### src/sv/hash_group_aggregate_unit_macros.svh
// Assertion macros for the hash group aggregation unit.
// Used by the top level; needs a signal named clk and one named rst in scope.
`ifndef HASH_GROUP_AGGREGATE_UNIT_MACROS_SVH
`define HASH_GROUP_AGGREGATE_UNIT_MACROS_SVH
`ifndef NO_ASSERTIONS
`define HGA_ASSERT_SAME(lbl, ante, cons, msg) \
  lbl: assert property (@(posedge clk) disable iff (rst) (ante) |-> (cons)) else $error(msg);
`define HGA_ASSERT_NEXT(lbl, ante, cons, msg) \
  lbl: assert property (@(posedge clk) disable iff (rst) (ante) |=> (cons)) else $error(msg);
`else
`define HGA_ASSERT_SAME(lbl, ante, cons, msg)
`define HGA_ASSERT_NEXT(lbl, ante, cons, msg)
`endif
`endif

### src/sv/hga_ram.sv
// Generic single-write, single-read synchronous RAM with registered read data.
// No dependencies.
module hga_ram #(
  parameter int WIDTH = 8,
  parameter int DEPTH = 16
) (
  input  logic                     clk,
  input  logic                     we,
  input  logic [$clog2(DEPTH)-1:0] waddr,
  input  logic [WIDTH-1:0]         wdata,
  input  logic [$clog2(DEPTH)-1:0] raddr,
  output logic [WIDTH-1:0]         rdata
);
  logic [WIDTH-1:0] mem [DEPTH];

  always_ff @(posedge clk) begin
    if (we) begin
      mem[waddr] <= wdata;
    end
    rdata <= mem[raddr];
  end
endmodule

### config.mk
export PLATFORM = sky130hd
export DESIGN_NAME = hga_ram
export DESIGN_NICKNAME = d
export VERILOG_FILES = /design/src/sv/hash_group_aggregate_unit_macros.svh /design/src/sv/hga_ram.sv
export SDC_FILE = /design/constraint.sdc
export NUM_CORES = 1
export LEC_CHECK = 0
export BUFFER_PORTS_ARGS = -buffer_cell sky130_fd_sc_hd__buf_2
export CAP_MARGIN = 0
export CORE_MARGIN = 3
export CORE_UTILIZATION = 60
export DETAILED_ROUTE_END_ITERATION = 12
export PLACE_DENSITY = 0.85
export SYNTH_ARGS = -nofsm -noshare
export SYNTH_HDL_FRONTEND = slang
export SYNTH_SLANG_ARGS = --single-unit
### constraint.sdc
create_clock -name clk -period 2.25 [get_ports clk]
set_clock_uncertainty 0.1 [all_clocks]
set_input_delay 0.3375 -clock clk [delete_from_list [all_inputs] [get_ports clk]]
set_output_delay 0.3375 -clock clk [all_outputs]
set_load 0.03 [all_outputs]
Word-level counts from Yosys, hierarchy flattened
Memory sizes are Yosys's and may differ from the RTL's. A register that Yosys moved wholly into a read port is not among the register bits.
Cells that the tools add are included.
W data, S select, Z words.
- register bits after elaboration: 0
- latch bits: 0
- memory bits (writable): 128
- ROM bits: 0
- input port bits: 18
- logic and storage cells: 3
- memories kept: 1
- $add $sub $neg: 0
- multiply operators: 0
- div/mod/pow operators: 0
- $lt $le $gt $ge: 0
- equal/unequal tests: 0
- shifts and indexed selects: 0
- mux-type cells: 2
- bitwise logic cells: 0
- reductions and logical operators: 0
- memory list (memory ; depth ; width ; read ports ; clocked after Yosys merged registers in ; wr ports ; line ; text):
    mem ; 16 ; 8 ; 1 ; 1 ; 1 ; hga_ram.sv:14 ; logic [WIDTH-1:0] mem [DEPTH];
- operators with widths (cell ; count):
    $mux W1 ; 2

Longest topological paths before layout
Gate-level depths: netlist of the first run.
- depth in word-level cells: 2
- gate-level depth with buffers: 5
- gate-level depth less buffers: 3

Least setup slack after synthesis of the first run
No wires, ideal clock.
- path kind: input to register
- from: input port waddr[2]
- to: memory mem[0][0] (enable)
- data arrival time: 1.447 ns
- required time: 1.767 ns
- slack: 0.320 ns
- stages: 2
- cell sequence: or3b_2 > nor3_1
- RTL lines (what ; line ; text):
    start, declared ; hga_ram.sv:9 ; input logic [$clog2(DEPTH)-1:0] waddr,
    end, declared ; hga_ram.sv:14 ;
No word-level cell before the write port.

==> results of run 1 <==
## layout make-up
type                            count  area [um2]
Sequential cell                   136        4000
Fill cell                         455        2230
Multi-Input combinational cell     83        1060
Clock buffer                       17         414
Timing Repair Buffer               44         293
Tap cell                          105         131
Clock inverter                     15         129
## cells in the mapped netlist, drive strengths merged (2+ instances only)
library cell / n / share of area
nand3b: 2 / 0.0029
buf: 7 / 0.011
clkdlybuf4s25: 3 / 0.0058
a22oi: 16 / 0.023
mux4: 32 / 0.15
edfxtp: 128 / 0.75
dfxtp: 8 / 0.031
nand2b: 2 / 0.0024
nor2: 13 / 0.0095
nand2: 9 / 0.0066
nor3: 4 / 0.0039
## final timing paths
path | from | end | slack, ns
hold reg to reg | mem[13][0] | rdata[0] | 0.58
setup / recovery | mem[1][2] | rdata[2] | 0.65
hold / removal | wdata[5] | mem[9][5] | 0.09
setup reg to reg | mem[1][2] | rdata[2] | 0.65
## where the power goes
part,total (mW),internal [mW],switching [mW],leakage (nW)
clock,2.52,1.46,1.06,0.252
sequential,2.85,2.83,0.0216,1.22
combinational,0.290,0.114,0.176,0.581
## registers in the layout, summed over array words and instances, names as in the netlist
name and count:
rdata 8, mem 128
## routing by layer
metal / track usage / routed length [um] / vias to the layer above
met4: 0.0819 / 179 / 0
met3: 0.0750 / 737 / 18
met2: 0.357 / 5120 / 130
li1: - / - / 1087
met5: 0 / 0 / -
met1: 0.316 / 3900 / 1242
## through the flow
step           setup WS, ns  power, mW
3_5_place_dp          0.385       3.19
2_1_floorplan         0.320       3.07
4_1_cts               0.674       5.70
6_report              0.650       5.66
5_1_grt               0.630       5.83
3_3_place_gp          0.423       3.18
## critical path: stages (launching register included)
cell      delay [ns]
edfxtp_1        0.39
mux4_1          0.54
a22oi_1         0.34
nand2_1         0.11
## cell families (layout without fill, tap and decap cells)
| kind of cell | after synthesis | count (layout) | share of synthesized area |
|---|---|---|---|
| multiplexers | 32 | 32 | 0.150 |
| AND/OR/NAND/NOR | 35 | 35 | 0.0318 |
| buffers and inverters | 10 | 76 | 0.0168 |
| flip-flops | 136 | 136 | 0.778 |
| AO/OA/AOI/OAI | 16 | 16 | 0.0233 |
==> summary.md, run 1 <==
| Metric | Value |
|---|---|
| Synthesized instance count | 229 |
| Share of flip-flops with an asynchronous set or reset | 0 |
| Share of the cycle needed by the critical path after routing | 0.711 |
| Post-route cell area | 6030 um2 |
| DP Area | 5490 um2 |
| Die footprint | 9730 um2 |
| RSZ-0062 raised after global routing | false |
| Synthesized area per cell | 22.5 um2 |
| Port bufs | 25 |
| DR pass1 iterations | 6 |
| Clk pin slew, worst setup/hold paths | 0.06 ns |
| Initial antenna violation count | 0 |
| Grt ovf | 0 |
| Routed WL per cell | 24.8 um |
| Clock sinks | 136 |
| Share of final-layout standard cells stronger than drive strength 1 | 0.315 |
| Worst Setup Start Kind | flip-flop |
| Antenna viol nets, final | 0 |
| Starting Density | 0.623 |
| Max-cap violation count | 0 |
| Postcts setup bufs | 0 |
| Outcome | completed |
| Max-Slew Margin vs Limit | 0.542 |
| Syn_nets | 247 |
| Commonest non-fill, non-tap cells in the layout | 128 x edfxtp_1, 25 x buf_2, 18 x mux4_2 |
| Hold path cells | 1 |
| Crit path max fanout | 1 |
| Cell Count, Final, Fillers Out | 400 |
| FF+latch count, synth | 136 |
| Most common cell after layout, fill and taps aside | edfxtp_1 |
| Post-Route Utilization | 0.730 |
| # setup viols final | 0 |
| Post-synth EDFFs | around 130 |
| Ant. Diodes | 0 |
| GRT Util Overall | 0.231 |
| Final WL | 9.94 mm |
| Die Wd | 98.6 um |
| Leakage | 2.06 nW |
| Drc violations | 0 |
| Register area share after synthesis | 0.778 |
| Root Buffer | clkbuf_8 |
| Worst-Margin Slew | 0.686 ns |
| Mapped Area | 5150 um2 |
| First-pass GRT wire length | around 16 mm |
| Max clock buf depth | 2 |
| Pins Over Slew Limit | 0 |
| I/O pin cnt | 26 |
| Setup TNS | 0 ns |
| Top FF cell, synth | edfxtp_1 |
| Count of different cell masters after synthesis | 19 |
| Hold slack | roughly 0.094 ns |
| Worst Reg-to-Reg Cells | 3 |
| CP arrival | approximately 1.9 ns |
| Via density | 6.19 |
| Placed insts | 368 |
| Min Tclk post-route | 1.60 ns |
| Vias in the first global route | 2,607 |
| Area growth, synth to finish | 17.1% |
| Nets | 300 |
| Peak Freq | 625 MHz |
| VDD IR-drop max | roughly 0.61 mV |
| Worst hold path type | input pin to flip-flop |
| CTS Hold Bufs | 0 |
| CTS tree | done |
| Routability cong. | 0.707 |
| Via Count | 2,477 |
| Cts bufs inserted | 17 |
| Site row count | 33 |
| Pin count of the biggest net entering global routing | 33 |
| Required @ worst endpoint | 2.54 ns |
| Final hold viol count | 0 |
| CP Class | flip-flop to flip-flop |
| Core ar. | roughly 8300 um2 |
| First DRT Iteration DRCs | roughly 300 |
| CTS resizes | 0 |
| Die Y | 98.6 um |
| H-tree Lvls | 4 |
| Dpl hpwl | 5.58 mm |
| PD cells | 940 nW/um2 |
| Crit. End Element | flip-flop |
| Clock latency on the worst-skew pair | 0.52 ns |
| Yosys warns | 0 |
No activity file was read; power rests on OpenSTA's default activity.
==> run 2: changes to the inputs <==
--- a/config.mk
+++ b/config.mk
@@ -5,6 +5,7 @@
 export SDC_FILE = /design/constraint.sdc
 export NUM_CORES = 1
 export LEC_CHECK = 0
+export ABC_AREA = 1
 export BUFFER_PORTS_ARGS = -buffer_cell sky130_fd_sc_hd__buf_2
 export CAP_MARGIN = 0
 export CORE_MARGIN = 3
==> constraint.sdc (replaced) <==
create_clock -name clk -period 1.55 [get_ports clk]
set_clock_uncertainty 0.1 [all_clocks]
set_input_delay 0.2325 -clock clk [delete_from_list [all_inputs] [get_ports clk]]
set_output_delay 0.2325 -clock clk [all_outputs]
set_load 0.03 [all_outputs]
==> run 2 against run 1 <==
  * Sequential power is 45% higher
  * Routed wire length increased by 35%
  * Total power rose by 45%
  * Critical endpoint is now rdata[6]
  * Critical path type is now flip-flop to output pin
  * Largest power group unchanged
==> summary.md, run 2 <==
| Metric | Value |
|---|---|
| Vias in the first global route | 3,982 |
| Synthesized instance count | about 550 |
| Ant. Diodes | 0 |
| Pin count of the biggest net entering global routing | 65 |
| Reg2Reg Setup Slack | 0.35 ns |
| CP top delay family | flip-flops |
| Syn_nets | 569 |
| GRT met1 Usage | 0.339 |
| Critical path endpoint | rdata[6] |
| CTS tree | done |
| Crit path from | rdata[6] |
| Crit. End Element | output pin |
| Setup TNS | 0 ns |
| Root Buffer | clkbuf_8 |
| # setup viols final | 0 |
| Mux contribution to synthesized area | 0 |
| Area growth, synth to finish | 15.1% |
| Final hold viol count | 0 |
| Cts bufs inserted | 17 |
| Die Y | around 100 um |
| Synth area leader | edfxtp_1 |
| Worst hold path type | input pin to flip-flop |
| Worst-Margin Slew | 0.382 ns |
| Busiest grt layer | met2 |
| CP Class | flip-flop to output pin |
| Count of different cell masters after synthesis | 12 |
| Register area share after synthesis | 0.694 |
| Starting Density | 0.621 |
| Share of flip-flops with an asynchronous set or reset | 0 |
| Worst Reg-to-Reg Cells | 6 |
| Routability cong. | ~0.87 |
| RSZ-0062 raised after global routing | false |
| Crit path max fanout | 1 |
| Core ar. | 9280 um2 |
| Nets | 614 |
| Post-synth top area share | 0.667 |
| Min Tclk post-route | between 1 and 1.5 ns |
| Yosys warns | 0 |
| Final WL | approximately 13 mm |
| First-pass GRT wire length | 21.3 mm |
| Pins Over Slew Limit | 0 |
| Cell Count, Final, Fillers Out | approximately 740 |
| Max reg flops | 128 |
| Postcts setup bufs | 0 |
| Clock sinks | 136 |
| Outcome | completed |
| Reg2Reg Capture Point | rdata[4] |
| First DRT Iteration DRCs | 612 |
| Via Count | 4,088 |
| Via density | 5.55 |
| Max clock buf depth | 2 |
| Site row count | 35 |
| Mapped Area | between 5000 and 6000 um2 |
| GRT Util Overall | 0.263 |
| Largest regs | mem: 128 flops, rdata: 8 flops |
| Routing usage on met3 | 0.0689 |
| Leakage | between 2 and 3 nW |
| Share of final-layout standard cells stronger than drive strength 1 | 0.127 |
| Die Wd | 104 um |
| I/O pin cnt | 26 |
| VDD IR-drop max | roughly 0.87 mV |
| FF+latch count, synth | 136 |
| Critical path's largest stage delay | 0.35 ns |
| Max-cap violation count | 0 |
| Met2 Usage GRT | 0.416 |
| PD cells | around 1200 nW/um2 |
| Peak Freq | 701 MHz |
| DR pass1 iterations | 5 |
| Adder-cell area share of the yosys netlist | 0 |
| Area contributors post-synth | edfxtp_1 67%, nand2_1 11%, nand3_1 8.4%, inv_1 6.5%, dfxtp_1 2.8% |
| Critical R2R Launch | mem[8][4] |
| Grt ovf | 0 |
| Required @ worst endpoint | around 1.2 ns |
| Drc violations | 0 |
| Port bufs | 25 |
| CP arrival | 1.09 ns |
| Compound-Gate Fraction of Synth Area | 0 |
| Crit path max-delay cell type | dfxtp_1 |
| Clock latency on the worst-skew pair | 0.52 ns |
| Bufs and invs on worst path | 1 |
| Worst Setup Start Kind | flip-flop |
| Commonest non-fill, non-tap cells in the layout | 173 x nand2_1, 128 x edfxtp_1, 100 x inv_1 |
| Top reg by flops | mem |
| CP Cell Sequence | buf_2 |
| Routed WL per cell | 18.3 um |
| Share of the cycle needed by the critical path after routing | 0.920 |
| Dpl hpwl | around 7.7 mm |
| Placed insts | 705 |
| Post-synth EDFFs | between 100 and 150 |
| Clk pin slew, worst setup/hold paths | ~0.060 ns |
| Top post-synthesis cells by count | 173 x nand2_1, 128 x edfxtp_1, 100 x inv_1, 97 x nand3_1, 17 x nor2_1 |
| Antenna viol nets, final | 0 |
| Post-Synth Simple-Gate Area | 0.210 |
| Synthesized area per cell | about 10 um2 |
| H-tree Lvls | 4 |
| Initial antenna violation count | 0 |
| Die footprint | 10,800 um2 |
| Most common cell after layout, fill and taps aside | nand2_1 |
| Largest family of logic cells by synthesized area | simple AND/OR/NAND/NOR gates |
| Max-Slew Margin vs Limit | 0.745 |
| Top FF cell, synth | edfxtp_1 |
| Count leader, synth | nand2_1 |
| WP depth | 1 |
| Area share of xor/xnor cells in the synthesized design | 0 |
[run 2: timing repair]
action                                 CTS  global route
resized for setup                        0             0
hold buffers                             1             0
endpoints found under the hold margin    4             0
[run 2: through the flow]
step	power (mW)	hold slack (ns)	setup WS (ns)	cell area (um2)	util
after global placement	4.74	0.494	0.159	6120	0.659
final	8.22	0.0230	0.124	6640	0.715
after CTS	8.22	0.0164	0.108	6640	0.715
after detailed placement	4.76	0.497	0.132	6120	0.659
after floorplan	4.55	0.231	0.267	5770	-
after global routing	8.47	0.0120	0.0821	6640	0.715
[run 2: layout make-up]
class	instances	area, um2
Sequential cell	136	4000
Fill cell	620	2650
Multi-Input combinational cell	289	1210
Clock buffer	21	429
Inverter	102	383
Timing Repair Buffer	50	365
Tap cell	129	161
Clock inverter	9	80.1
[run 2: layer usage]
metal / part of all wire / up-vias
met1: 0.38 / 1912
met2: 0.49 / 268
met4: 0.035 / 0
li1: - / 1863
met5: 0 / -
met3: 0.10 / 45
[run 2: worst min path at each step]
stage | startpoint | end | slack (ns) | cells past startpoint
finish | wdata[3] | mem[14][3] | 0.02 | 1
global route | wdata[3] | mem[10][3] | 0.01 | 1
detailed placement | raddr[3] | rdata[3] | 0.50 | 3
global placement | raddr[3] | rdata[7] | 0.49 | 3
CTS | wdata[3] | mem[14][3] | 0.02 | 1
floorplan | wdata[0] | mem[0][0] | 0.23 | 0
[run 2: logic make-up after synthesis]
| family | count (synthesis) |
|---|---|
| DFF | 136 |
| and+or+nand+nor | 289 |
| buffers and inverters | 126 |
[run 2: power by group]
group | switching [mW] | internal [mW]
combinational | 0.414 | 0.164
clock | 1.42 | 2.09
sequential | 0.0243 | 4.11
total | 1.86 | 6.37
