**src/sv/hash_group_aggregate_unit_macros.svh**
```systemverilog
// Assertion macros for the hash group aggregation unit.
// Used by the top level; needs a signal named clk and one named rst in scope.
`ifndef HASH_GROUP_AGGREGATE_UNIT_MACROS_SVH
`define HASH_GROUP_AGGREGATE_UNIT_MACROS_SVH
`ifndef NO_ASSERTIONS
`define HGA_ASSERT_SAME(lbl, ante, cons, msg) \
  lbl: assert property (@(posedge clk) disable iff (rst) (ante) |-> (cons)) else $error(msg);
`define HGA_ASSERT_NEXT(lbl, ante, cons, msg) \
  lbl: assert property (@(posedge clk) disable iff (rst) (ante) |=> (cons)) else $error(msg);
`else
`define HGA_ASSERT_SAME(lbl, ante, cons, msg)
`define HGA_ASSERT_NEXT(lbl, ante, cons, msg)
`endif
`endif

```
**src/sv/hga_pkg.sv**
```systemverilog
// Shared constants, codes, state types and records of the group aggregation unit.
// No dependencies.
package hga_pkg;
  localparam int MAX_GROUPS  = 512;
  localparam int TABLE_SLOTS = 1024;
  localparam int KEY_FIELDS  = 4;
  localparam int GRP_W   = $clog2(MAX_GROUPS);
  localparam int SLOT_W  = $clog2(TABLE_SLOTS);
  localparam int GCNT_W  = $clog2(MAX_GROUPS + 1);
  localparam int PROBE_W = $clog2(TABLE_SLOTS + 1);
  localparam int KC_W    = $clog2(KEY_FIELDS + 1);
  localparam int KI_W    = (KEY_FIELDS > 1) ? $clog2(KEY_FIELDS) : 1;
  localparam int NK_W    = 3;

  localparam logic [63:0] MIX_C1     = 64'hbf58476d1ce4e5b9;
  localparam logic [63:0] MIX_C2     = 64'h94d049bb133111eb;
  localparam logic [63:0] FNV_OFFSET = 64'd1469598103934665603;
  localparam logic [63:0] FNV_PRIME  = 64'd1099511628211;
  localparam int SH_A = 30;
  localparam int SH_B = 27;
  localparam int SH_C = 31;

  typedef enum logic [1:0] {OP_ACC = 2'd0, OP_READ = 2'd1, OP_CLEAR = 2'd2, OP_NONE = 2'd3}
    opcode_t;
  typedef enum logic [1:0] {ST_OK = 2'd0, ST_FULL = 2'd1, ST_UNUSED = 2'd2} status_t;

  typedef enum logic [3:0] {
    S_CLEAR, S_IDLE, S_HASH, S_SREAD, S_SCHK, S_GUPD, S_RREQ, S_RDATA, S_EMIT
  } hga_state_t;

  typedef enum logic [2:0] {HP_IDLE, HP_LOAD, HP_M1, HP_M2, HP_FNV, HP_DONE} hash_phase_t;

  typedef struct packed {
    logic              used;
    logic [63:0]       hash;
    logic [GRP_W-1:0]  grp;
  } slot_entry_t;

  typedef struct packed {
    logic [31:0] count;
    logic [63:0] sum;
    logic [63:0] min;
    logic [63:0] max;
    logic [31:0] first;
  } grp_entry_t;

  typedef struct packed {
    logic              done;
    logic [63:0]       hash;
    logic [SLOT_W-1:0] slot;
  } hash_res_t;

  typedef struct packed {
    logic [GRP_W-1:0] group_index;
    logic             is_new;
    logic [1:0]       status;
    logic [31:0]      row_count;
    logic [63:0]      sum_value;
    logic [63:0]      min_value;
    logic [63:0]      max_value;
    logic [31:0]      first_row;
  } result_t;
endpackage

```
**src/sv/hga_hash.sv**
```systemverilog
// Key folding and slot hash unit built around one shared 32x32 multiplier.
// Depends on hga_pkg.
module hga_hash import hga_pkg::*; (
  input  logic                           clk,
  input  logic                           rst,
  input  logic                           start,
  input  logic [KEY_FIELDS-1:0][63:0]    keys,
  input  logic [KC_W-1:0]                nk,
  output hash_res_t                      res
);
  hash_phase_t phase, phase_next;
  logic [63:0] x, h, acc;
  logic [1:0]  step;
  logic [KC_W-1:0] kcnt;
  logic        fin;
  logic [SLOT_W-1:0] slot;
  logic [63:0] ma, mb, sum, ym, yf, kv;
  logic [31:0] pa, pb;
  logic [63:0] prod;
  logic        last;

  // A 64-bit product modulo 2^64 takes three partial products.
  always_comb begin
    ma = (phase == HP_FNV) ? h : x;
    unique case (phase)
      HP_M1:   mb = MIX_C1;
      HP_M2:   mb = MIX_C2;
      HP_FNV:  mb = FNV_PRIME;
      default: mb = '0;
    endcase
    unique case (step)
      2'd1:    begin pa = ma[31:0];  pb = mb[63:32]; end
      2'd2:    begin pa = ma[63:32]; pb = mb[31:0];  end
      default: begin pa = ma[31:0];  pb = mb[31:0];  end
    endcase
    prod = 64'(pa) * 64'(pb);
    sum  = (step == 2'd0) ? prod : acc + {prod[31:0], 32'd0};
    last = (step == 2'd2);
    ym   = sum ^ (sum >> SH_B);
    yf   = sum ^ (sum >> SH_C);
    kv   = keys[kcnt[KI_W-1:0]];
  end

  always_comb begin
    phase_next = phase;
    unique case (phase)
      HP_IDLE: if (start) phase_next = HP_LOAD;
      HP_LOAD: phase_next = HP_M1;
      HP_M1:   if (last) phase_next = HP_M2;
      HP_M2:   if (last) phase_next = fin ? HP_DONE : HP_FNV;
      HP_FNV:  if (last) phase_next = HP_LOAD;
      HP_DONE: phase_next = HP_IDLE;
      default: phase_next = HP_IDLE;
    endcase
  end

  always_comb begin
    res.done = (phase == HP_DONE);
    res.hash = h;
    res.slot = slot;
  end

  always_ff @(posedge clk) begin
    if (rst) begin
      phase <= HP_IDLE;
      step  <= 2'd0;
    end else begin
      phase <= phase_next;
      if (phase == HP_M1 || phase == HP_M2 || phase == HP_FNV) begin
        step <= last ? 2'd0 : step + 2'd1;
      end else begin
        step <= 2'd0;
      end
    end
    acc <= sum;
    unique case (phase)
      HP_IDLE: begin
        if (start) begin
          h    <= FNV_OFFSET;
          kcnt <= '0;
        end
      end
      HP_LOAD: begin
        if (kcnt < nk) begin
          x   <= kv ^ (kv >> SH_A);
          fin <= 1'b0;
        end else begin
          x   <= h ^ (h >> SH_A);
          fin <= 1'b1;
        end
      end
      HP_M1: if (last) x <= ym;
      HP_M2: begin
        if (last) begin
          if (fin) begin
            slot <= yf[SLOT_W-1:0];
          end else begin
            h <= h ^ yf;
          end
        end
      end
      HP_FNV: begin
        if (last) begin
          h    <= sum;
          kcnt <= kcnt + 1'b1;
        end
      end
      default: ;
    endcase
  end
endmodule
```
**config.mk**
```make
export PLATFORM = sky130hd
export DESIGN_NAME = hga_hash
export DESIGN_NICKNAME = d
export VERILOG_FILES = /design/src/sv/hash_group_aggregate_unit_macros.svh /design/src/sv/hga_pkg.sv /design/src/sv/hga_hash.sv
export SDC_FILE = /design/constraint.sdc
export NUM_CORES = 2
export LEC_CHECK = 0
export ABC_AREA = 0
export BUFFER_PORTS_ARGS = -buffer_cell sky130_fd_sc_hd__buf_2
export CORE_ASPECT_RATIO = 0.9
export CORE_MARGIN = 1.5
export CORE_UTILIZATION = 63
export CTS_CLUSTER_SIZE = 8
export DETAILED_ROUTE_END_ITERATION = 7
export PLACE_DENSITY = 0.83
export SYNTH_ARGS = -nofsm -noshare
export SYNTH_HDL_FRONTEND = slang
export SYNTH_SLANG_ARGS = --single-unit
```
**constraint.sdc**
```tcl
create_clock -name clk -period 30.6 [get_ports clk]
set_clock_uncertainty 0.05 [all_clocks]
set_input_delay 4.59 -clock clk [delete_from_list [all_inputs] [get_ports clk]]
set_output_delay 4.59 -clock clk [all_outputs]
set_load 0.05 [all_outputs]
```
; Word level (Yosys, flattened, before mapping)
; Index checks and enable logic that the tools add are counted.
[totals]
input_bits = 262
wordCells = 70
reg_bits = 211
output_inout_bits = 75
[classes]
mul = 1
magnitude_cmp = 2
reduce_logical = 13
n_eq_ne = 12
n_mux = 25
bitwise = 6
n_addsub = 3
[ops]
columns = cell, count
row1 = two-way mux 64 bit, 9
row2 = one-hot mux 64 bit (3 select lines), 2
row3 = binary-select mux 64 bit (select 2 bit), 1
row4 = one-hot mux 64 bit (2 select lines), 1
row5 = XOR 64 x 34 -> 64 bit, 2
row6 = adder 64 bit, 1
row7 = multiplier 32 x 32 -> 64 bit, 1
row8 = two-way mux 32 bit, 2
row9 = XOR 64 x 33 -> 64 bit, 1
row10 = XOR 64 x 37 -> 64 bit, 1
row11 = XOR 64 bit, 1
row12 = two-way mux 3 bit, 6
row13 = one-hot mux 3 bit (5 select lines), 1
row14 = != test 2 bit (second input constant), 5
row15 = == test 3 x 2 -> 1 bit (second input constant), 2
row16 = == test 3 bit (second input constant), 2
row17 = one-hot mux 3 bit (2 select lines), 1
row18 = AND reduction 3 bit, 2
row19 = AND reduction 5 bit, 1
row20 = AND reduction 4 bit, 1
row21 = nonzero test 2 bit, 2
row22 = adder 3 x 1 -> 3 bit (second input constant), 1
row23 = == test 3 x 1 -> 1 bit (second input constant), 1
row24 = zero test 3 bit, 1
row25 = 12 further kinds, 14

; Depth between registers and ports, before layout
[logic_depth]
word_depth = 11
depth_mapped = 50
ltp_nobuf = 44

; Least setup slack after synthesis
; No wires, ideal clock.
[synth_timing]
path_type = flip-flop to flip-flop
start = register phase[1]
end = register x[34] (data pin)
setup_ps = 269
required_time_ps = 30281
n_path_buf = 5
synth_period_minus_slack_ps = 10566
arrival_time_ps = 10246
path_stages_with_launch = 49
path_slack_ps = 20034
cell_sequence = dfxtp_1 -> clkbuf_1 -> nor2_1 -> and2_1 -> clkbuf_1 -> clkbuf_1 -> buf_1 -> nand2_1 -> nand3_1 -> o21ai_0 -> nor2_1 -> nand2_1 -> nor2_1 -> nor2_1 -> fa_1 -> inv_1 -> fa_1 -> fa_1 -> (+13 left out) -> a2bb2oi_1 -> nand2b_1 -> o211ai_1 -> nor2b_1 -> o21ai_0 -> xor2_1 -> ha_1 -> a21oi_1 -> o21bai_1 -> nor3b_1 -> or3b_1 -> a21oi_1 -> o31ai_1 -> a311o_1 -> buf_2 -> xnor2_1 -> nand2_1 -> o21ai_0
[synth_between]
elab_chain_len = 9
word_cells_on_any_way = 14
classes_between = 1 x add/sub / 1 x mul / 4 x eq/ne / 7 x mux / 1 x bitwise
[synth_lines]
columns = element, line_no
row1 = from (decl), hga_hash.sv:11  ; hash_phase_t phase, phase_next;
row2 = from (signal assigned), hga_hash.sv:68  ; phase <= phase_next;
row3 = == test 3 bit or == test 3 x 2 -> 1 bit (tied branches), "hga_hash.sv:24, hga_hash.sv:25"
row4 = one-hot mux 64 bit (3 select lines) or two-way mux 64 bit (tied branches), "hga_hash.sv:25, hga_hash.sv:24"
row5 = two-way mux 32 bit, hga_hash.sv:31  ; unique case (step)
row6 = multiplier 32 x 32 -> 64 bit (*), hga_hash.sv:36  ; prod = 64'(pa) * 64'(pb);
row7 = adder 64 bit, hga_hash.sv:37  ; sum = (step == 2'd0) ? prod : acc + {prod[31:0], 32'd0};
row8 = two-way mux 64 bit (*), hga_hash.sv:37
row9 = named net sum[61], hga_hash.sv:17  ; logic [63:0] ma, mb, sum, ym, yf, kv;
row10 = XOR 64 x 37 -> 64 bit (*), hga_hash.sv:39  ; ym = sum ^ (sum >> SH_B);
row11 = two-way mux 64 bit (*), hga_hash.sv:92  ; HP_M1: if (last) x <= ym;
row12 = one-hot mux 64 bit (2 select lines) (*), hga_hash.sv:76  ; unique case (phase)
row13 = to (signal assigned), hga_hash.sv:85  ; x <= kv ^ (kv >> SH_A);
row14 = to (signal assigned), hga_hash.sv:88  ; x <= h ^ (h >> SH_A);
row15 = to (signal assigned), hga_hash.sv:92
row16 = to (decl), hga_hash.sv:12  ; logic [63:0] x, h, acc;
; The timed path passes the listed nets; every way through them passes the cells marked *. The select of a mux whose other input is x is not followed.
; A chain may end at the register's enable or synchronous reset.

; Worst setup path after layout
[layout_timing]
start = register phase[1]
end = register h[58] (data pin)
[layout_between]
elab_chain_len = 11
word_cells_on_any_way = 17
classes_between = 1 x add/sub / 1 x mul / 3 x eq/ne / 9 x mux / 2 x bitwise / 1 x reduce/logical
[layout_lines]
columns = element, line_no
row1 = == test 3 bit (tied with other cells), "hga_hash.sv:24, hga_hash.sv:25, hga_hash.sv:76"
row2 = one-hot mux 64 bit (3 select lines) or two-way mux 64 bit (tied branches), "hga_hash.sv:25, hga_hash.sv:24"
row3 = two-way mux 32 bit, hga_hash.sv:31
row4 = multiplier 32 x 32 -> 64 bit, hga_hash.sv:36
row5 = adder 64 bit, hga_hash.sv:37
row6 = two-way mux 64 bit, hga_hash.sv:37
row7 = XOR 64 x 33 -> 64 bit, hga_hash.sv:40  ; yf = sum ^ (sum >> SH_C);
row8 = XOR 64 bit, hga_hash.sv:98  ; h <= h ^ yf;
row9 = two-way mux 64 bit, hga_hash.sv:95  ; if (fin) begin
row10 = two-way mux 64 bit, hga_hash.sv:94  ; if (last) begin
row11 = one-hot mux 64 bit (3 select lines) (*), hga_hash.sv:76
row12 = to (signal assigned), hga_hash.sv:98
row13 = to (signal assigned), hga_hash.sv:104  ; h <= sum;
row14 = to (decl), hga_hash.sv:12
; Every way passes the cells marked *; elsewhere a longest branch is shown, timed or not. The select of a mux whose other input is x is not followed.

==> summary.md <==
| Metric | Value |
|---|---|
| Run status | `finished with violations` |
| Failing checks | `design-rule violations` |
| Final Slew Violations | `0` |
| Arr. time, crit path | `13.65 ns` |
| Hold path start | `step[0]` |
| Post-synthesis average cell area | `9.42 sq um` |
| Detailed route wirelength on metal3 | `26200 um` |
| Initial DRC Count | `5055` |
| Critical setup path kind | `reg -> reg` |
| Endpoint kind of the worst setup timing path | `flop` |
| TritonCTS clock tree | `done` |
| Residual antenna-violating net count after detailed routing | `0` |
| Top routing layer in use | `met5` |
| Final net count | `6424` |
| Remaining design rule violation count | `3` |
| Area of the core | `0.0700 sq mm` |
| Top Ports | `337` |
| Area of the die | `0.0722 sq mm` |
| Avg Vias per Cell | `6.31` |
| Main area contributors after synthesis | `fa_1, ha_1, edfxtp_1, inv_1, nand2_1` |
| Arithmetic-cell share of the synthesized area counting full adders, half adders and majority gates | `0.475` |
| All-Layer GR Usage | `0.483` |
| Yosys warnings | `0` |
| Count of clock tree sinks | `211` |
| Unique masters post-synth | `87` |
| Footprint of the multi-input gates | `0.0344 sq mm` |
| Height of the chip | `255 um` |
| Sequential area share after synthesis | `0.127` |
| FMAX | `74.5 MHz` |
| H-tree levels | `1` |
| Post-detailed-placement half-perimeter wirelength | `145000 um` |
| Standard-cell rows | `92` |
| Predominant post-synthesis flop cell | `edfxtp_1` |
| Post-Syn Area | `0.0445 sq mm` |
| Beginning of the critical path | `phase[1]` |
| Type of the tightest min-delay check | `reg -> reg` |
| Number of buffers added on ports | `336` |
| Pin count of the biggest net entering global routing | `82` |
| Routed WL per cell | `29.1 um` |
| Startpoint types | `flop` |
| Met2 WL | `72600 um` |
| Library cell used as clock root buffer | `clkbuf_16` |
| Layout fillers | `5594` |
| Synthesized net count | `6176` |
| Share of async-settable or async-resettable flops after synthesis | `0` |
| Multiplexer share of the synthesized area | `0.0458` |
| Delay contributed by the slowest stage of the critical path | `0.78 ns` |
| Routed wire length | `173000 um` |
| Area fraction in compound gates after synthesis | `0.0889` |
| Final setup vio count | `0` |
| Register bit total from synthesis | `211` |
| Cell type contributing the most total cell area after synthesis | `fa_1` |
| Max-cap viol count | `0` |
| Xor/xnor share of the synthesized area | `0.0562` |
| Number of enable-type register cells in the synthesized netlist | `142` |
| Via count | `37500` |
| TritonCTS Buffers | `30` |
| Clock-pin slew on the worst setup and hold paths | `0.07 ns` |
| Largest family of logic cells by synthesized area | `adder cells` |
| Final clock period utilization by the worst path | `0.439` |
| Source-to-sink clock delay at the later pin of the worst-skew pair | `0.59 ns` |
| Number of iterations in the first detailed-routing pass | `8` |
| Final RePlAce weighted congestion | `1.04` |
| Count of instances resized after the clock tree is built | `0` |
| Buffer levels on the longest clock path | `3` |
| Global-route wire length before repair | `252000 um` |
| Combined flip-flop and latch cell area | `0.00565 sq mm` |
| Final Hold Fails | `0` |
| Min Tclk post-route | `13.42 ns` |
| Required time of the critical path | `30.83 ns` |
| Critical Path Most Common Cell | `fa_1` |
| Fraction of post-synthesis cell area in the top cell type by area | `0.373` |
| Cts-stage hold buffer count | `0` |
| Area overhead of the layout relative to synthesis | `8.02%` |
| Cell with the biggest individual delay on the critical path | `nor4_1` |
| Worst slew margin | `0.0300` |
| Horizontal die dimension | `283 um` |
| Routed length on met1 | `62400 um` |
| Setup TNS after final layout | `0 ns` |
| Cells after Synth | `4722` |
| Setup bufs post-CTS | `0` |
| Synth Area in Simple Gates | `0.105` |
| Fraction of final layout cells sized beyond drive strength 1 | `0.113` |
| Number of antenna violations at the first check in global routing | `6` |
| Unrepaired setup endpoints after global routing | `no` |
| Initial Utilization | `0.636` |
| Global route total overflow | `0` |
| Via count of the first global-routing pass | `38000` |
| CP Max Fanout | `50` |
| Actual transition at the worst max-transition pin | `1.44 ns` |
| Reg-to-Reg Start | `phase[1]` |
==> kinds of logic (layout without fill, tap and decap cells) <==
family	count (synthesis)	in the layout
DFF	211	211
adders and majority gates	1192	1192
buffers and inverters	1183	1455
muxes	122	122
and+or+nand+nor	1101	1101
xor gates and xnor gates	284	284
AOI/OAI and AO/OA	629	629
other	0	6
==> final cells by class <==
cell class	count	area share
timing repair buffer	407	0.0461
tap	940	0.0245
inverter	992	0.0775
multi-input combinational	3328	0.716
clock inverter	2	0.000755
antenna	6	0.000312
clock buffer	54	0.0175
sequential	211	0.117
==> registers in the layout (all words and copies together), names as in the netlist <==
register	flops
fin	1
kcnt	3
x	64
phase	3
step	2
acc	64
h	64
slot	10
==> placed cells by master, fill, tap and decap left out, drive strengths merged, types with 69 or more instances in the layout <==
master  netlist  routed
inv         990     991
fa          828     828
nand2       434     434
nor2        419     419
buf          32     407
ha          364     364
xnor2       182     182
o21ai       176     176
a21oi       153     153
edfxtp      142     142
xor2        101     101
dfxtp        69      69
==> worst max-delay path, delay by kind of cell, from the launching register on <==
| kind | cells | cell delay [ns] |
|---|---|---|
| AOI/OAI and AO/OA | 7 | 1.58 |
| xor gates and xnor gates | 3 | 0.98 |
| adders and majority gates | 10 | 4.81 |
| buffers and inverters | 9 | 1.30 |
| DFF | 1 | 0.49 |
| and+or+nand+nor | 14 | 3.82 |
==> worst paths after layout <==
check             depth (start not counted)      end  slack (ns)
setup / recovery                         43    h[58]       17.18
hold / removal                            1  step[0]        0.43
setup reg to reg                         43    h[58]       17.18
hold reg to reg                           1  step[0]        0.43
==> synthesized netlist by cell type, types with 27 or more instances <==
cell,count
xnor2_1,182
edfxtp_1,142
o211ai_1,47
ha_1,364
nand3_1,53
fa_1,828
nor2_1,419
inv_1,990
nor3_1,45
clkbuf_1,153
xor2_1,101
a211oi_1,27
o21ai_0,151
mux2i_1,51
mux4_2,64
dfxtp_1,69
o21a_1,33
a21o_1,63
nand2_1,433
a21oi_1,148
o22ai_1,30
==> through the flow <==
stage / setup slack (ns) / cells / area, sq um / hold WS [ns] / util
3_3_place_gp: 17.59 / 5878 / 47200 / 0.399 / 0.674
4_1_cts: 17.47 / 5934 / 48000 / 0.432 / 0.687
5_1_grt: 16.61 / 5934 / 48000 / 0.446 / 0.687
6_report: 17.18 / 5940 / 48100 / 0.430 / 0.687
2_1_floorplan: 20.03 / 4722 / 44500 / 0.375 / -
3_5_place_dp: 17.58 / 5878 / 47200 / 0.424 / 0.674
==> per-layer routing <==
layer | up-vias | GRT usage
met1 | 18500 | 0.629
met5 | - | 0.0289
met2 | 2906 | 0.702
met4 | 8 | 0.248
li1 | 15400 | -
met3 | 631 | 0.189
Power is left out: the tool's default activity adds up to more than one toggle a clock period on the data nets, which glitch-free logic cannot reach.
